[src/rtl/core/wlm_pkg.sv]
package wlm_pkg;

  localparam int HISTORY_DEPTH_DEF = 64;

  localparam int OP_W    = 2;
  localparam int STAMP_W = 48;
  localparam int IVAL_W  = 32;
  localparam int LOAD_W  = 7;
  localparam int LIMIT_W = 7;
  localparam int CFG_W   = 32;
  localparam int ADDR_W  = 3;

  localparam logic [CFG_W-1:0]   WINDOW_RESET = 32'd1000000;
  localparam logic [LIMIT_W-1:0] ENTRY_RESET  = 7'd64;

  // event codes
  localparam logic [OP_W-1:0] OP_SLEEP = 2'd0;
  localparam logic [OP_W-1:0] OP_WAKE  = 2'd1;
  localparam logic [OP_W-1:0] OP_QUERY = 2'd2;
  localparam logic [OP_W-1:0] OP_NONE  = 2'd3;

  // register index, taken from paddr[2]
  localparam logic REG_WINDOW = 1'b0;
  localparam logic REG_ENTRY  = 1'b1;

  typedef struct packed {
    logic       capture;
    logic       span;
    logic       push;
    logic       pop;
    logic       qsum;
    logic       mul;
    logic       div;
    logic [2:0] div_shift;
    logic       load;
  } cmd_t;

  typedef struct packed {
    logic [OP_W-1:0] op;
    logic            count_full;
    logic            over_limit;
    logic            evict_needed;
    logic            out_free;
  } stat_t;

endpackage

[src/rtl/core/wlm_if.sv]
interface wlm_item_if;
  import wlm_pkg::*;
  logic               valid;
  logic               ready;
  logic [OP_W-1:0]    op;
  logic [STAMP_W-1:0] now_us;
  modport source (output valid, output op, output now_us, input ready);
  modport sink   (input valid, input op, input now_us, output ready);
endinterface

interface wlm_result_if;
  import wlm_pkg::*;
  logic              valid;
  logic              ready;
  logic [LOAD_W-1:0] load_percent;
  modport source (output valid, output load_percent, input ready);
  modport sink   (input valid, input load_percent, output ready);
endinterface

[src/rtl/core/wlm_ctrl.sv]
module wlm_ctrl (
  input  logic           clk,
  input  logic           rst_n,
  input  logic           in_valid,
  output logic           in_ready,
  input  wlm_pkg::stat_t stat,
  output wlm_pkg::cmd_t  cmd
);
  import wlm_pkg::*;

  localparam logic [3:0] S_IDLE     = 4'd0;
  localparam logic [3:0] S_SPAN     = 4'd1;
  localparam logic [3:0] S_PUSH     = 4'd2;
  localparam logic [3:0] S_PUSH_CHK = 4'd3;
  localparam logic [3:0] S_POP_WAIT = 4'd4;
  localparam logic [3:0] S_POP_DO   = 4'd5;
  localparam logic [3:0] S_Q_SUM    = 4'd6;
  localparam logic [3:0] S_EV_CHK   = 4'd7;
  localparam logic [3:0] S_MUL      = 4'd8;
  localparam logic [3:0] S_DIV      = 4'd9;
  localparam logic [3:0] S_OUT      = 4'd10;

  localparam logic [2:0] STEP_TOP = 3'(LOAD_W - 1);

  logic [3:0] state_r, state_nxt;
  logic [3:0] ret_r, ret_nxt;
  logic [2:0] step_r, step_nxt;

  assign in_ready = (state_r == S_IDLE);

  always_comb begin
    state_nxt = state_r;
    ret_nxt   = ret_r;
    step_nxt  = step_r;
    cmd       = '0;
    cmd.div_shift = step_r;
    case (state_r)
      S_IDLE: begin
        if (in_valid) begin
          cmd.capture = 1'b1;
          state_nxt   = S_SPAN;
        end
      end
      S_SPAN: begin
        cmd.span = 1'b1;
        if (stat.op == OP_SLEEP || stat.op == OP_WAKE) begin
          if (stat.count_full) begin
            // ring full: drop the oldest record before the push
            ret_nxt   = S_PUSH;
            state_nxt = S_POP_WAIT;
          end else begin
            state_nxt = S_PUSH;
          end
        end else if (stat.op == OP_QUERY) begin
          state_nxt = S_Q_SUM;
        end else begin
          state_nxt = S_IDLE;
        end
      end
      S_PUSH: begin
        cmd.push  = 1'b1;
        state_nxt = S_PUSH_CHK;
      end
      S_PUSH_CHK: begin
        if (stat.over_limit) begin
          ret_nxt   = S_IDLE;
          state_nxt = S_POP_WAIT;
        end else begin
          state_nxt = S_IDLE;
        end
      end
      S_POP_WAIT: begin
        // ring read of the head entry lands at the end of this cycle
        state_nxt = S_POP_DO;
      end
      S_POP_DO: begin
        cmd.pop   = 1'b1;
        state_nxt = ret_r;
      end
      S_Q_SUM: begin
        cmd.qsum  = 1'b1;
        state_nxt = S_EV_CHK;
      end
      S_EV_CHK: begin
        if (stat.evict_needed) begin
          ret_nxt   = S_EV_CHK;
          state_nxt = S_POP_WAIT;
        end else begin
          state_nxt = S_MUL;
        end
      end
      S_MUL: begin
        cmd.mul   = 1'b1;
        step_nxt  = STEP_TOP;
        state_nxt = S_DIV;
      end
      S_DIV: begin
        cmd.div = 1'b1;
        if (step_r == 3'd0) begin
          state_nxt = S_OUT;
        end else begin
          step_nxt = step_r - 3'd1;
        end
      end
      S_OUT: begin
        if (stat.out_free) begin
          cmd.load  = 1'b1;
          state_nxt = S_IDLE;
        end
      end
      default: begin
        state_nxt = S_IDLE;
      end
    endcase
  end

  always_ff @(posedge clk) begin
    if (!rst_n) begin
      state_r <= S_IDLE;
      ret_r   <= S_IDLE;
      step_r  <= 3'd0;
    end else begin
      state_r <= state_nxt;
      ret_r   <= ret_nxt;
      step_r  <= step_nxt;
    end
  end

endmodule

[src/rtl/core/wlm_datapath.sv]
module wlm_datapath #(
  parameter int HISTORY_DEPTH = wlm_pkg::HISTORY_DEPTH_DEF
) (
  input  logic                          clk,
  input  logic                          rst_n,
  input  wlm_pkg::cmd_t                 cmd,
  output wlm_pkg::stat_t                stat,
  input  logic [wlm_pkg::OP_W-1:0]      in_op,
  input  logic [wlm_pkg::STAMP_W-1:0]   in_now_us,
  input  logic [wlm_pkg::CFG_W-1:0]     window_limit,
  input  logic [wlm_pkg::LIMIT_W-1:0]   entry_limit,
  output logic                          out_valid,
  input  logic                          out_ready,
  output logic [wlm_pkg::LOAD_W-1:0]    out_load_percent
);
  import wlm_pkg::*;

  localparam int IDX_W = $clog2(HISTORY_DEPTH);
  localparam int CNT_W = $clog2(HISTORY_DEPTH + 1);
  localparam int SUM_W = IVAL_W + CNT_W;
  localparam int TOT_W = SUM_W + 1;
  localparam int REM_W = TOT_W + LOAD_W;
  localparam int REC_W = IVAL_W + 1;

  localparam logic [IDX_W:0]   DEPTH_EXT = (IDX_W + 1)'(HISTORY_DEPTH);
  localparam logic [CNT_W-1:0] DEPTH_CNT = CNT_W'(HISTORY_DEPTH);
  localparam logic [IDX_W-1:0] HEAD_LAST = IDX_W'(HISTORY_DEPTH - 1);

  logic [REC_W-1:0] ring_mem [HISTORY_DEPTH];
  logic [REC_W-1:0] rd_r;

  logic [IDX_W-1:0]   head_r;
  logic [CNT_W-1:0]   count_r;
  logic               sleeping_r;
  logic [STAMP_W-1:0] sleep_stamp_r;
  logic [STAMP_W-1:0] wake_stamp_r;
  logic [SUM_W-1:0]   run_sum_r;
  logic [SUM_W-1:0]   sleep_sum_r;

  logic [OP_W-1:0]    op_r;
  logic [STAMP_W-1:0] now_r;
  logic [IVAL_W-1:0]  span_r;
  logic [TOT_W-1:0]   run_r;
  logic [TOT_W-1:0]   total_r;
  logic [REM_W-1:0]   rem_r;
  logic [LOAD_W-1:0]  quot_r;
  logic               out_valid_r;
  logic [LOAD_W-1:0]  out_pct_r;

  logic [STAMP_W-1:0] span_from;
  logic [STAMP_W-1:0] span_diff;
  logic [IVAL_W-1:0]  span_val;
  logic [IDX_W:0]     slot_sum;
  logic [IDX_W-1:0]   slot;
  logic               rec_sleep;
  logic [REC_W-1:0]   wdata;
  logic [IVAL_W-1:0]  pop_t;
  logic [REM_W-1:0]   div_cand;
  logic               over_limit;

  // closing stamp: sleep closes a run from the wake stamp, wake closes a sleep; a query measures the open interval
  always_comb begin
    if (op_r == OP_SLEEP) begin
      span_from = wake_stamp_r;
    end else if (op_r == OP_WAKE) begin
      span_from = sleep_stamp_r;
    end else if (sleeping_r) begin
      span_from = sleep_stamp_r;
    end else begin
      span_from = wake_stamp_r;
    end
    span_diff = now_r - span_from;
    if (now_r < span_from) begin
      span_val = '0;
    end else if (span_diff[STAMP_W-1:IVAL_W] != '0) begin
      span_val = '1;
    end else begin
      span_val = span_diff[IVAL_W-1:0];
    end
  end

  assign slot_sum  = (IDX_W + 1)'(head_r) + (IDX_W + 1)'(count_r);
  assign slot      = (slot_sum >= DEPTH_EXT) ? IDX_W'(slot_sum - DEPTH_EXT)
                                             : slot_sum[IDX_W-1:0];
  assign rec_sleep = (op_r == OP_WAKE);
  assign wdata     = {rec_sleep, span_r};
  assign pop_t     = rd_r[IVAL_W-1:0];
  assign div_cand  = REM_W'(total_r) << cmd.div_shift;
  // limits above the ring depth never trip since the count stays within it
  assign over_limit = 32'(count_r) > 32'(entry_limit);

  assign stat.op           = op_r;
  assign stat.count_full   = (count_r == DEPTH_CNT);
  assign stat.over_limit   = over_limit;
  assign stat.evict_needed = (count_r != '0) &&
                             ((total_r > TOT_W'(window_limit)) || over_limit);
  assign stat.out_free     = !out_valid_r || out_ready;

  assign out_valid        = out_valid_r;
  assign out_load_percent = out_pct_r;

  always_ff @(posedge clk) begin
    if (cmd.push) begin
      ring_mem[slot] <= wdata;
    end
    rd_r <= ring_mem[head_r];
  end

  always_ff @(posedge clk) begin
    if (!rst_n) begin
      head_r        <= '0;
      count_r       <= '0;
      sleeping_r    <= 1'b0;
      sleep_stamp_r <= '0;
      wake_stamp_r  <= '0;
      run_sum_r     <= '0;
      sleep_sum_r   <= '0;
    end else if (cmd.push) begin
      count_r    <= count_r + CNT_W'(1);
      sleeping_r <= (op_r == OP_SLEEP);
      if (rec_sleep) begin
        sleep_sum_r  <= sleep_sum_r + SUM_W'(span_r);
        wake_stamp_r <= now_r;
      end else begin
        run_sum_r     <= run_sum_r + SUM_W'(span_r);
        sleep_stamp_r <= now_r;
      end
    end else if (cmd.pop) begin
      head_r  <= (head_r == HEAD_LAST) ? '0 : head_r + IDX_W'(1);
      count_r <= count_r - CNT_W'(1);
      if (rd_r[IVAL_W]) begin
        sleep_sum_r <= sleep_sum_r - SUM_W'(pop_t);
      end else begin
        run_sum_r <= run_sum_r - SUM_W'(pop_t);
      end
    end
  end

  always_ff @(posedge clk) begin
    if (cmd.capture) begin
      op_r  <= in_op;
      now_r <= in_now_us;
    end
    if (cmd.span) begin
      span_r <= span_val;
    end
    if (cmd.qsum) begin
      run_r   <= TOT_W'(run_sum_r) + (sleeping_r ? '0 : TOT_W'(span_r));
      total_r <= TOT_W'(run_sum_r) + TOT_W'(sleep_sum_r) + TOT_W'(span_r);
    end else if (cmd.pop) begin
      if (!rd_r[IVAL_W]) begin
        run_r <= run_r - TOT_W'(pop_t);
      end
      total_r <= total_r - TOT_W'(pop_t);
    end
    // times 100 as 64 + 32 + 4
    if (cmd.mul) begin
      rem_r  <= (REM_W'(run_r) << 6) + (REM_W'(run_r) << 5) + (REM_W'(run_r) << 2);
      quot_r <= '0;
    end else if (cmd.div) begin
      if (rem_r >= div_cand) begin
        rem_r <= rem_r - div_cand;
        quot_r[cmd.div_shift] <= 1'b1;
      end
    end
    if (cmd.load) begin
      out_pct_r <= (total_r == '0) ? '0 : quot_r;
    end
  end

  always_ff @(posedge clk) begin
    if (!rst_n) begin
      out_valid_r <= 1'b0;
    end else if (cmd.load) begin
      out_valid_r <= 1'b1;
    end else if (out_ready) begin
      out_valid_r <= 1'b0;
    end
  end

endmodule

[src/rtl/core/windowed_load_monitor.sv]
// windowed load monitor: duty cycle of a scheduler over a sliding window
// in_ch carries one item per event: op (sleep, wake, query) and now_us.
// sleep and wake close the open interval into a history ring and give no
// result; a query gives one load_percent item on out_ch, run share 0..100.
// window_limit_us and entry_limit are to be written by the user over the
// apb port at byte addresses 0 and 4 only while the block is idle; the
// block does not enforce this. both read back. one item at a time:
// in_ch.ready is high only while the controller idles. a sleep or wake
// item drops the oldest record if the ring is full, is pushed, and drops
// one more if over entry_limit. a query sums, evicts oldest records while
// over either limit through the single ring read port, scales by 100 and
// runs the 7-step shift-subtract divider. the result sits in an output
// register; a stalled receiver holds the next query, earlier items flow.
// reset (synchronous, rst_n low) empties the ring, clears sums and stamps,
// marks the block running and restores both limits; no clearing pass.
module windowed_load_monitor #(
  parameter int HISTORY_DEPTH = wlm_pkg::HISTORY_DEPTH_DEF
) (
  input  logic                         clk,
  input  logic                         rst_n,
  wlm_item_if.sink                     in_ch,
  wlm_result_if.source                 out_ch,
  input  logic                         psel,
  input  logic                         penable,
  input  logic                         pwrite,
  input  logic [wlm_pkg::ADDR_W-1:0]   paddr,
  input  logic [wlm_pkg::CFG_W-1:0]    pwdata,
  output logic [wlm_pkg::CFG_W-1:0]    prdata,
  output logic                         pready
);
  import wlm_pkg::*;

  logic [CFG_W-1:0]   window_r;
  logic [LIMIT_W-1:0] entry_limit_r;
  logic               cfg_wr;
  logic               in_ready;
  cmd_t               cmd;
  stat_t              stat;

  assign pready = 1'b1;
  assign cfg_wr = psel && penable && pwrite;
  assign prdata = (paddr[2] == REG_ENTRY) ? CFG_W'(entry_limit_r) : window_r;

  always_ff @(posedge clk) begin
    if (!rst_n) begin
      window_r      <= WINDOW_RESET;
      entry_limit_r <= ENTRY_RESET;
    end else if (cfg_wr) begin
      if (paddr[2] == REG_WINDOW) begin
        window_r <= pwdata;
      end else begin
        entry_limit_r <= pwdata[LIMIT_W-1:0];
      end
    end
  end

  assign in_ch.ready = in_ready;

  wlm_ctrl u_ctrl (
    .clk      (clk),
    .rst_n    (rst_n),
    .in_valid (in_ch.valid),
    .in_ready (in_ready),
    .stat     (stat),
    .cmd      (cmd)
  );

  wlm_datapath #(
    .HISTORY_DEPTH (HISTORY_DEPTH)
  ) u_datapath (
    .clk              (clk),
    .rst_n            (rst_n),
    .cmd              (cmd),
    .stat             (stat),
    .in_op            (in_ch.op),
    .in_now_us        (in_ch.now_us),
    .window_limit     (window_r),
    .entry_limit      (entry_limit_r),
    .out_valid        (out_ch.valid),
    .out_ready        (out_ch.ready),
    .out_load_percent (out_ch.load_percent)
  );

endmodule

[src/flat_wrapper.sv]
// flat-port wrapper written by rule: the top's interface ports become plain ports
module windowed_load_monitor_flat import wlm_pkg::*;
#(
  parameter int HISTORY_DEPTH = wlm_pkg::HISTORY_DEPTH_DEF
)
  (clk, rst_n, psel, penable, pwrite, paddr, pwdata, prdata, pready, in_ch_valid, in_ch_op, in_ch_now_us, in_ch_ready, out_ch_valid, out_ch_load_percent, out_ch_ready);
  wlm_item_if in_ch_i ();
  wlm_result_if out_ch_i ();
  input  logic clk;
  input  logic rst_n;
  input  logic psel;
  input  logic penable;
  input  logic pwrite;
  input  logic [wlm_pkg::ADDR_W-1:0] paddr;
  input  logic [wlm_pkg::CFG_W-1:0] pwdata;
  output logic [wlm_pkg::CFG_W-1:0] prdata;
  output logic pready;
  input wire logic [$bits(in_ch_i.valid)-1:0] in_ch_valid;
  input wire logic [$bits(in_ch_i.op)-1:0] in_ch_op;
  input wire logic [$bits(in_ch_i.now_us)-1:0] in_ch_now_us;
  output wire logic [$bits(in_ch_i.ready)-1:0] in_ch_ready;
  output wire logic [$bits(out_ch_i.valid)-1:0] out_ch_valid;
  output wire logic [$bits(out_ch_i.load_percent)-1:0] out_ch_load_percent;
  input wire logic [$bits(out_ch_i.ready)-1:0] out_ch_ready;
  assign in_ch_i.valid = in_ch_valid;
  assign in_ch_i.op = in_ch_op;
  assign in_ch_i.now_us = in_ch_now_us;
  assign in_ch_ready = in_ch_i.ready;
  assign out_ch_valid = out_ch_i.valid;
  assign out_ch_load_percent = out_ch_i.load_percent;
  assign out_ch_i.ready = out_ch_ready;
  windowed_load_monitor #(.HISTORY_DEPTH(HISTORY_DEPTH)) u_core (.clk(clk), .rst_n(rst_n), .in_ch(in_ch_i), .out_ch(out_ch_i), .psel(psel), .penable(penable), .pwrite(pwrite), .paddr(paddr), .pwdata(pwdata), .prdata(prdata), .pready(pready));
endmodule
[config.mk]
export PLATFORM = sky130hd
export DESIGN_NAME = windowed_load_monitor_flat
export DESIGN_NICKNAME = d
export VERILOG_FILES = /design/src/rtl/core/wlm_pkg.sv /design/src/rtl/core/wlm_if.sv /design/src/rtl/core/wlm_ctrl.sv /design/src/rtl/core/wlm_datapath.sv /design/src/rtl/core/windowed_load_monitor.sv /design/src/flat_wrapper.sv
export SDC_FILE = /design/constraint.sdc
export NUM_CORES = 2
export LEC_CHECK = 0
export BUFFER_PORTS_ARGS = -buffer_cell sky130_fd_sc_hd__buf_4
export CAP_MARGIN = 20
export CORE_UTILIZATION = 65
export CTS_CLUSTER_DIAMETER = 50
export DETAILED_ROUTE_END_ITERATION = 16
export MAX_ROUTING_LAYER = met4
export PLACE_DENSITY_LB_ADDON = 0.1
export SLEW_MARGIN = 20
export SYNTH_ARGS = -nofsm -noshare
export SYNTH_HDL_FRONTEND = slang
export SYNTH_HIERARCHICAL = 1
export SYNTH_SLANG_ARGS = --single-unit
export TNS_END_PERCENT = 20
[constraint.sdc]
create_clock -name clk -period 18.5 [get_ports clk]
set_clock_uncertainty 0.05 [all_clocks]
set_input_delay 1.85 -clock clk [delete_from_list [all_inputs] [get_ports clk]]
set_output_delay 1.85 -clock clk [all_outputs]
set_load 0.03 [all_outputs]
# Word level (Yosys, flattened, before mapping)
# Memory sizes are Yosys's and may differ from the RTL's. A register that Yosys moved wholly into a read port is not among the register bits.
# Cells that the tools add are included.
# totals
ff_bits	462
ramBits	2112
input_bits	92
out_inout_bits	42
wordCells	172
mem_count	1
# classes
n_addsub	19
magnitude_cmp	7
n_eq_ne	26
shifts	1
mux	58
bitwise_logic	4
n_reduce_logical	35
# mem_list
memory	depth	width	rd	rd_ports_with_merged_regs	wr	line	rtl
u_core.u_datapath.ring_mem	64	33	1	1	1	wlm_datapath.sv:29	logic [REC_W-1:0] ring_mem [HISTORY_DEPTH];
# ops
cell	count
39-bit two-way mux	8
40-bit two-way mux	5
48-bit two-way mux	3
47-bit two-way mux	3
32-bit two-way mux	3
40-bit by 32-bit subtractor with 40-bit output	2
39-bit by 32-bit adder with 39-bit output	2
39-bit by 32-bit subtractor with 39-bit output	2
48-bit less-than comparator	1
48-bit subtractor	1
46-bit by 45-bit adder with 47-bit output	1
47-bit by 42-bit adder with 47-bit output	1
47-bit greater-or-equal comparator	1
40-bit by 3-bit << shifter with 47-bit output	1
47-bit subtractor	1
4-bit case mux with 11 select lines	1
39-bit by 32-bit adder with 40-bit output	1
39-bit by 39-bit adder with 40-bit output	1
40-bit by 32-bit adder with 40-bit output	1
40-bit by 32-bit > comparator with 1-bit output	1
40-bit zero test	1
4-bit two-way mux	9
2-bit AND reduction	9
4-bit by 3-bit == test with 1-bit output, second input constant	4
other kinds (40)	87

# Longest topological paths before layout
# logic_depth
depth_word	6
ltp_mapped	24
ltp_nobuf	21

# By module
# Netlist, hierarchy kept.
# modules_own_cells
module	n_inst	cells_per_inst	area_per_inst_um2	seq_area_each_um2
wlm_datapath	1	7647	119523.4	74491.4
windowed_load_monitor	1	201	1870.5	780.7
wlm_ctrl	1	86	633.1	180.2

# Least setup slack after synthesis
# OpenSTA, ideal clock, no wires.
# synth_path
path_type	register -> register
from	register u_core.u_datapath.op_r[1]
to	register u_core.u_datapath.span_r[24] (data pin)
setup_time_ns	0.254
arrival_ns	5.856
required_ns	18.196
slack_ns	12.340
path_stages_with_launch	21
n_path_buf	5
period_less_slack_ns	6.160
cell_sequence	edfxtp_1 -> nor2b_1 -> clkbuf_1 -> a21oi_1 -> buf_1 -> buf_1 -> mux2i_1 -> ha_1 -> nand4_1 -> or4_1 -> or4_1 -> a211oi_1 -> nor3_1 -> o21ai_0 -> nand4_1 -> o21ai_0 -> xor2_1 -> or4_1 -> buf_6 -> buf_8 -> o21a_1
# synth_between
elab_chain_cells	6
elab_cells_between_ends	8
classes_between	add/sub: 1; order compare: 1; eq/ne: 1; mux: 3; reduce/logical: 2
# synth_lines
item	line	rtl
start, declared	wlm_datapath.sv:40	logic [OP_W-1:0] op_r;
start signal, assigned	wlm_datapath.sv:141	op_r <= in_op;
2-bit by 1-bit == test with 1-bit output *	n/a	
via u_core.u_datapath.rec_sleep	wlm_datapath.sv:55	logic rec_sleep;
48-bit two-way mux *	wlm_datapath.sv:65	end else if (op_r == OP_WAKE) begin
48-bit two-way mux *	wlm_datapath.sv:63	if (op_r == OP_SLEEP) begin
48-bit subtractor	wlm_datapath.sv:72	span_diff = now_r - span_from;
16-bit nonzero test	wlm_datapath.sv:75	end else if (span_diff[STAMP_W-1:IVAL_W] != '0) begin
32-bit two-way mux	wlm_datapath.sv:75	
end signal, assigned	wlm_datapath.sv:145	span_r <= span_val;
end, declared	wlm_datapath.sv:42	logic [IVAL_W-1:0] span_r;
# Mark *: on every way through the listed nets, which the timed path passes. The rest lies on a longest branch.
# A chain may end at the register's enable or synchronous reset.

# Worst setup path after layout
# layout_path
from	register u_core.u_datapath.op_r[1]
to	register u_core.u_datapath.span_r[28] (data pin)
# layout_between
elab_chain_cells	6
elab_cells_between_ends	8
classes_between	add/sub: 1; order compare: 1; eq/ne: 1; mux: 3; reduce/logical: 2
# layout_lines
item	line
2-bit by 1-bit == test with 1-bit output	wlm_datapath.sv:65
48-bit two-way mux	wlm_datapath.sv:65
48-bit two-way mux *	wlm_datapath.sv:63
48-bit subtractor	wlm_datapath.sv:72
16-bit nonzero test	wlm_datapath.sv:75
32-bit two-way mux	wlm_datapath.sv:75
# Mark *: on every way between the ends. The rest lies on a longest branch, timed or not.

==> flow_summary.html <==
<table>
<tr><th>Metric</th><th>Value</th></tr>
<tr><th colspan="2">Placed design</th></tr>
<tr><td>Final weighted congestion of routability-driven global placement</td><td>0.9471</td></tr>
<tr><td>Port bufs</td><td>130</td></tr>
<tr><td>Half-perimeter wire length after detailed placement</td><td>about 200000 um</td></tr>
<tr><th colspan="2">Layout</th></tr>
<tr><td>Highest-count cells in the layout ignoring fill and taps</td><td>2328 x sky130_fd_sc_hd__edfxtp_1, 704 x sky130_fd_sc_hd__mux4_2, 613 x sky130_fd_sc_hd__nand2_1, 505 x sky130_fd_sc_hd__a21oi_1, 416 x sky130_fd_sc_hd__ha_1</td></tr>
<tr><td>Most common cell after layout, fill and taps aside</td><td>sky130_fd_sc_hd__edfxtp_1</td></tr>
<tr><td>Layout Area Growth over Synthesis</td><td>11.11%</td></tr>
<tr><td>Fin nets</td><td>approximately 8800</td></tr>
<tr><td>Fraction of final layout cells with drive strength greater than 1</td><td>a little under a fifth</td></tr>
<tr><th colspan="2">Worst setup path</th></tr>
<tr><td>Slowest CP cell</td><td>sky130_fd_sc_hd__or4_1</td></tr>
<tr><td>Cells along the critical path</td><td>nor2b_4 &gt; buf_4 &gt; a21oi_4 &gt; buf_4 &gt; buf_4 &gt; mux2_2 &gt; ha_1 &gt; fa_1 &gt; nand2b_1 &gt; a21o_1 &gt; a21o_2 &gt; a21oi_1 &gt; o21ai_0 &gt; o211ai_1 &gt; o221ai_2 &gt; nor4_2 &gt; nand4_1 &gt; or4_1 &gt; o21a_1</td></tr>
<tr><td>Largest delay share family, worst path</td><td>compound AO/OA/AOI/OAI gates</td></tr>
<tr><td>Most frequent cell on the critical path</td><td>sky130_fd_sc_hd__buf_4</td></tr>
<tr><td>Category of the most critical setup path</td><td>flip-flop to flip-flop</td></tr>
<tr><td>Largest fanout on the critical path</td><td>69</td></tr>
<tr><td>Worst Setup End Kind</td><td>flip-flop</td></tr>
<tr><td>WP data required</td><td>19090 ps</td></tr>
<tr><td>Data arrival time at the worst-slack endpoint</td><td>7750 ps</td></tr>
<tr><td>Logic depth of the worst register-to-register path</td><td>19</td></tr>
<tr><td>Worst path depth</td><td>19</td></tr>
<tr><td>Max stage delay on crit path</td><td>1000 ps</td></tr>
<tr><td>Worst setup path startpoint</td><td>u_core/u_datapath/op_r[1]</td></tr>
<tr><td>Worst path bufs/invs</td><td>3</td></tr>
<tr><td>Launch point of the worst reg-to-reg path</td><td>u_core/u_datapath/op_r[1]</td></tr>
<tr><td>Kind of start point of the critical path</td><td>flip-flop</td></tr>
<tr><th colspan="2">STA</th></tr>
<tr><td>Min Clock Period, post-route</td><td>7156 ps</td></tr>
<tr><td>Pin slew with the least headroom to its limit</td><td>1216 ps</td></tr>
<tr><td>Relative max-transition margin</td><td>a little under a fifth</td></tr>
<tr><td>Hold Fails Final Rpt</td><td>0</td></tr>
<tr><td>Post-Route Hold Slack</td><td>roughly 400 ps</td></tr>
<tr><td>Fmax</td><td>~140 MHz</td></tr>
<tr><td>Final-report setup violation count</td><td>0</td></tr>
<tr><td>Final cycle utilization of the critical path</td><td>between 30 and 40%</td></tr>
<tr><td>Count of pins over their slew limit</td><td>0</td></tr>
<tr><td>Unrepaired setup endpoints after global routing</td><td>no</td></tr>
<tr><td>Final sum of negative setup slack</td><td>0 ps</td></tr>
<tr><th colspan="2">Floorplanning</th></tr>
<tr><td>Floorplan row count</td><td>between 150 and 200</td></tr>
<tr><td>I/O pins</td><td>~130</td></tr>
<tr><td>X dimension of the die</td><td>roughly 440 um</td></tr>
<tr><td>Starting density of the core</td><td>65.60%</td></tr>
<tr><td>Core footprint</td><td>0.1860 mm^2</td></tr>
<tr><td>Die area</td><td>~0.19 mm^2</td></tr>
<tr><td>Die Span Y</td><td>435.3 um</td></tr>
<tr><th colspan="2">Logic synthesis</th></tr>
<tr><td>Post-synth top flop</td><td>sky130_fd_sc_hd__edfxtp_1</td></tr>
<tr><td>Mean post-synth cell area</td><td>between 15 and 20 um^2</td></tr>
<tr><td>Yosys reg bits</td><td>2605</td></tr>
<tr><td>FFs w/ async S/R, synth</td><td>0%</td></tr>
<tr><td>Post-synth EDFFs</td><td>2328</td></tr>
<tr><td>Net count after synthesis</td><td>~8500</td></tr>
<tr><td>Cell area after technology mapping</td><td>approximately 0.12 mm^2</td></tr>
<tr><td>Post-synthesis sequential area ratio</td><td>between 60% and 70%</td></tr>
<tr><td>Cells after synthesis</td><td>a little under 8000</td></tr>
<tr><td>Number of warnings printed during yosys synthesis</td><td>6</td></tr>
<tr><td>Number of unique standard cell types used by synthesis</td><td>110</td></tr>
<tr><th colspan="2">Detailed routing</th></tr>
<tr><td>Count of TritonRoute iterations in the first routing pass</td><td>7</td></tr>
<tr><td>Total vias in the final route</td><td>just under 80000</td></tr>
<tr><td>DRC violations left</td><td>0</td></tr>
<tr><td>Remaining number of nets flagged by the antenna check after routing</td><td>0</td></tr>
<tr><td>Initial detailed-routing violation count</td><td>between 10000 and 15000</td></tr>
<tr><td>Routed vias/inst</td><td>7.058</td></tr>
<tr><td>Post-Route WL</td><td>~370000 um</td></tr>
<tr><td>Routed wire length per instance</td><td>33.57 um</td></tr>
<tr><th colspan="2">Clock network</th></tr>
<tr><td>TritonCTS buffer count</td><td>a little under 300</td></tr>
<tr><td>Clk pin slew, worst setup/hold paths</td><td>around 60 ps</td></tr>
<tr><td>Hold_buf cts</td><td>0</td></tr>
<tr><td>TritonCTS clock tree</td><td>done</td></tr>
<tr><td>Maximum level of the CTS H-tree</td><td>5</td></tr>
<tr><td>Postcts setup bufs</td><td>0</td></tr>
<tr><td># clock sinks</td><td>about 2600</td></tr>
<tr><td>Worst-skew pair later-pin latency</td><td>980 ps</td></tr>
<tr><td>Clock buffer depth</td><td>4</td></tr>
<tr><td>CTS Root Buffer Type</td><td>sky130_fd_sc_hd__clkbuf_16</td></tr>
<tr><td>Gates resized, CTS repair</td><td>0</td></tr>
<tr><th colspan="2">Min path</th></tr>
<tr><td>Worst Hold Class</td><td>flip-flop to flip-flop</td></tr>
<tr><td>Min-delay src</td><td>u_core/u_datapath/sleep_stamp_r[10]</td></tr>
<tr><td>Instance count along the most critical hold path</td><td>2</td></tr>
<tr><th colspan="2">Power and ir drop</th></tr>
<tr><td>Pwr/cell area</td><td>97.70 mW/mm^2</td></tr>
<tr><td>Total leakage power</td><td>45.60 nW</td></tr>
<tr><td>Worst supply voltage drop on vdd</td><td>around 0.00017 V</td></tr>
<tr><th colspan="2">GRT</th></tr>
<tr><td>Global route overflow</td><td>0</td></tr>
<tr><td>Total global routing track utilization</td><td>39.62%</td></tr>
<tr><td>Antenna violations before repair</td><td>34</td></tr>
<tr><td>Pin count of the biggest net entering global routing</td><td>roughly 160</td></tr>
<tr><td>Vias in the first global route</td><td>about 76000</td></tr>
<tr><td>Wire length of the first global-routing pass</td><td>between 500000 and 600000 um</td></tr>
<tr><th colspan="2">Flow run</th></tr>
<tr><td>Max-capacitance violation count</td><td>0</td></tr>
<tr><th colspan="2">Outcome</th></tr>
<tr><td>Outcome</td><td>complete, no violations</td></tr>
</table>
## kinds of logic (layout without fill, tap and decap cells)
group                    Yosys count  after routing  synth area share (%)
flip-flops                      2605           2605                 61.83
buffers and inverters            537            989                 1.795
multiplexers                     919            919                 14.78
AND/OR/NAND/NOR                 1574           1574                 6.052
other                              1             27              0.003073
AO/OA/AOI/OAI                   1464           1464                 7.544
adder cells (fa/ha/maj)          495            495                 5.561
XOR/XNOR                         339            339                 2.433
## through the flow
stage / instance area [um^2] / utilization (%) / cells / total power [W] / setup slack (ps)
after global routing: 135600 / 72.88 / 10890 / 0.01355 / 10940
after detailed placement: 126500 / 68.00 / 10360 / 0.007660 / 11370
final: 135600 / 72.89 / 10890 / 0.01325 / 11340
after global placement: 126500 / 68.00 / 10360 / 0.007635 / 11450
after floorplan: 122000 / - / 7934 / 0.007340 / 12340
after CTS: 135500 / 72.84 / 10870 / 0.01325 / 11350
## area by class of cell
cell class	count	area (um^2)
flip-flops and latches	2605	75470
fillers	10800	50440
multi-input cells	4792	44970
clock buffers	372	7865
well taps	2480	3103
repair buffers	282	2216
clock inverters	134	1136
inverters	201	759.5
diodes	26	65.06
## registers in the layout, indices dropped and copies added, names as in the netlist, 32 cells and up
name                             flops
u_core/u_datapath/run_sum_r         39
u_core/u_datapath/sleep_sum_r       39
u_core/u_datapath/total_r           40
u_core/u_datapath/span_r            32
u_core/u_datapath/ring_mem        2112
u_core/u_datapath/rd_r              33
u_core/u_datapath/wake_stamp_r      48
u_core/u_datapath/run_r             40
u_core/u_datapath/rem_r             47
u_core/window_r                     32
u_core/u_datapath/sleep_stamp_r     48
u_core/u_datapath/now_r             48
## worst reg2reg max path: stages, from the launching register on
cell and delay [ps]:
sky130_fd_sc_hd__edfxtp_1 640, sky130_fd_sc_hd__nor2b_4 60, sky130_fd_sc_hd__buf_4 370, sky130_fd_sc_hd__a21oi_4 240
sky130_fd_sc_hd__buf_4 480, sky130_fd_sc_hd__buf_4 590, sky130_fd_sc_hd__mux2_2 420, sky130_fd_sc_hd__ha_1 230
sky130_fd_sc_hd__fa_1 440, sky130_fd_sc_hd__nand2b_1 190, sky130_fd_sc_hd__a21o_1 200, sky130_fd_sc_hd__a21o_2 250
sky130_fd_sc_hd__a21oi_1 370, sky130_fd_sc_hd__o21ai_0 220, sky130_fd_sc_hd__o211ai_1 250, sky130_fd_sc_hd__o221ai_2 140
sky130_fd_sc_hd__nor4_2 270, sky130_fd_sc_hd__nand4_1 130, sky130_fd_sc_hd__or4_1 1000, sky130_fd_sc_hd__o21a_1 380
## worst paths after layout
kind	end	slack [ps]
setup / recovery	u_core/u_datapath/span_r[28]	11340
setup reg to reg	u_core/u_datapath/span_r[28]	11340
hold / removal	u_core/u_datapath/sleep_stamp_r[10]	400
hold reg to reg	u_core/u_datapath/sleep_stamp_r[10]	400
## synthesized netlist by cell type, types with 13 or more instances
cell type,instances,share of area (%)
sky130_fd_sc_hd__edfxtp_1,2328,57
sky130_fd_sc_hd__mux4_2,704,13
sky130_fd_sc_hd__nand2_1,615,1.9
sky130_fd_sc_hd__a21oi_1,508,2.1
sky130_fd_sc_hd__ha_1,416,4.3
sky130_fd_sc_hd__nor2_1,343,1.1
sky130_fd_sc_hd__o21ai_0,287,1.2
sky130_fd_sc_hd__dfxtp_1,277,4.5
sky130_fd_sc_hd__clkbuf_1,235,0.72
sky130_fd_sc_hd__a21o_1,221,1.4
sky130_fd_sc_hd__xnor2_1,205,1.5
sky130_fd_sc_hd__inv_1,200,0.62
sky130_fd_sc_hd__mux2i_1,196,1.6
sky130_fd_sc_hd__xor2_1,134,0.96
sky130_fd_sc_hd__nor2b_1,119,0.61
sky130_fd_sc_hd__nand3_1,106,0.43
sky130_fd_sc_hd__o21a_1,83,0.51
sky130_fd_sc_hd__fa_1,79,1.3
sky130_fd_sc_hd__nor3_1,74,0.30
sky130_fd_sc_hd__buf_1,73,0.22
sky130_fd_sc_hd__nand4_1,64,0.33
sky130_fd_sc_hd__nand2b_1,55,0.28
sky130_fd_sc_hd__a211oi_1,53,0.33
sky130_fd_sc_hd__o21bai_1,51,0.31
sky130_fd_sc_hd__and3_1,36,0.18
sky130_fd_sc_hd__nor4_1,33,0.17
sky130_fd_sc_hd__o211ai_1,31,0.19
sky130_fd_sc_hd__or3_1,31,0.16
sky130_fd_sc_hd__o31ai_1,30,0.18
sky130_fd_sc_hd__a31oi_1,29,0.15
sky130_fd_sc_hd__and2_1,24,0.12
sky130_fd_sc_hd__mux2_2,18,0.17
sky130_fd_sc_hd__or4_1,14,0.086
sky130_fd_sc_hd__and4_1,13,0.093
sky130_fd_sc_hd__o22ai_1,13,0.067
## per-layer routing
layer / share of wire, % / routed length (um) / GRT usage (%) / up-vias
met5: 0 / 0 / - / -
met4: 6.4 / 23570 / 22.49 / 0
met3: 9.3 / 34070 / 6.583 / 1119
met2: 49 / 178700 / 62.99 / 5306
met1: 35 / 129300 / 48.65 / 38730
li1: - / - / - / 31720
## power by group
part / total, W / internal (W) / switching [W]
registers: 0.00656 / 0.00650 / 0.0000574
clock network: 0.00567 / 0.00320 / 0.00247
logic: 0.00102 / 0.000354 / 0.000663
Power figures use the tool's default switching activity.
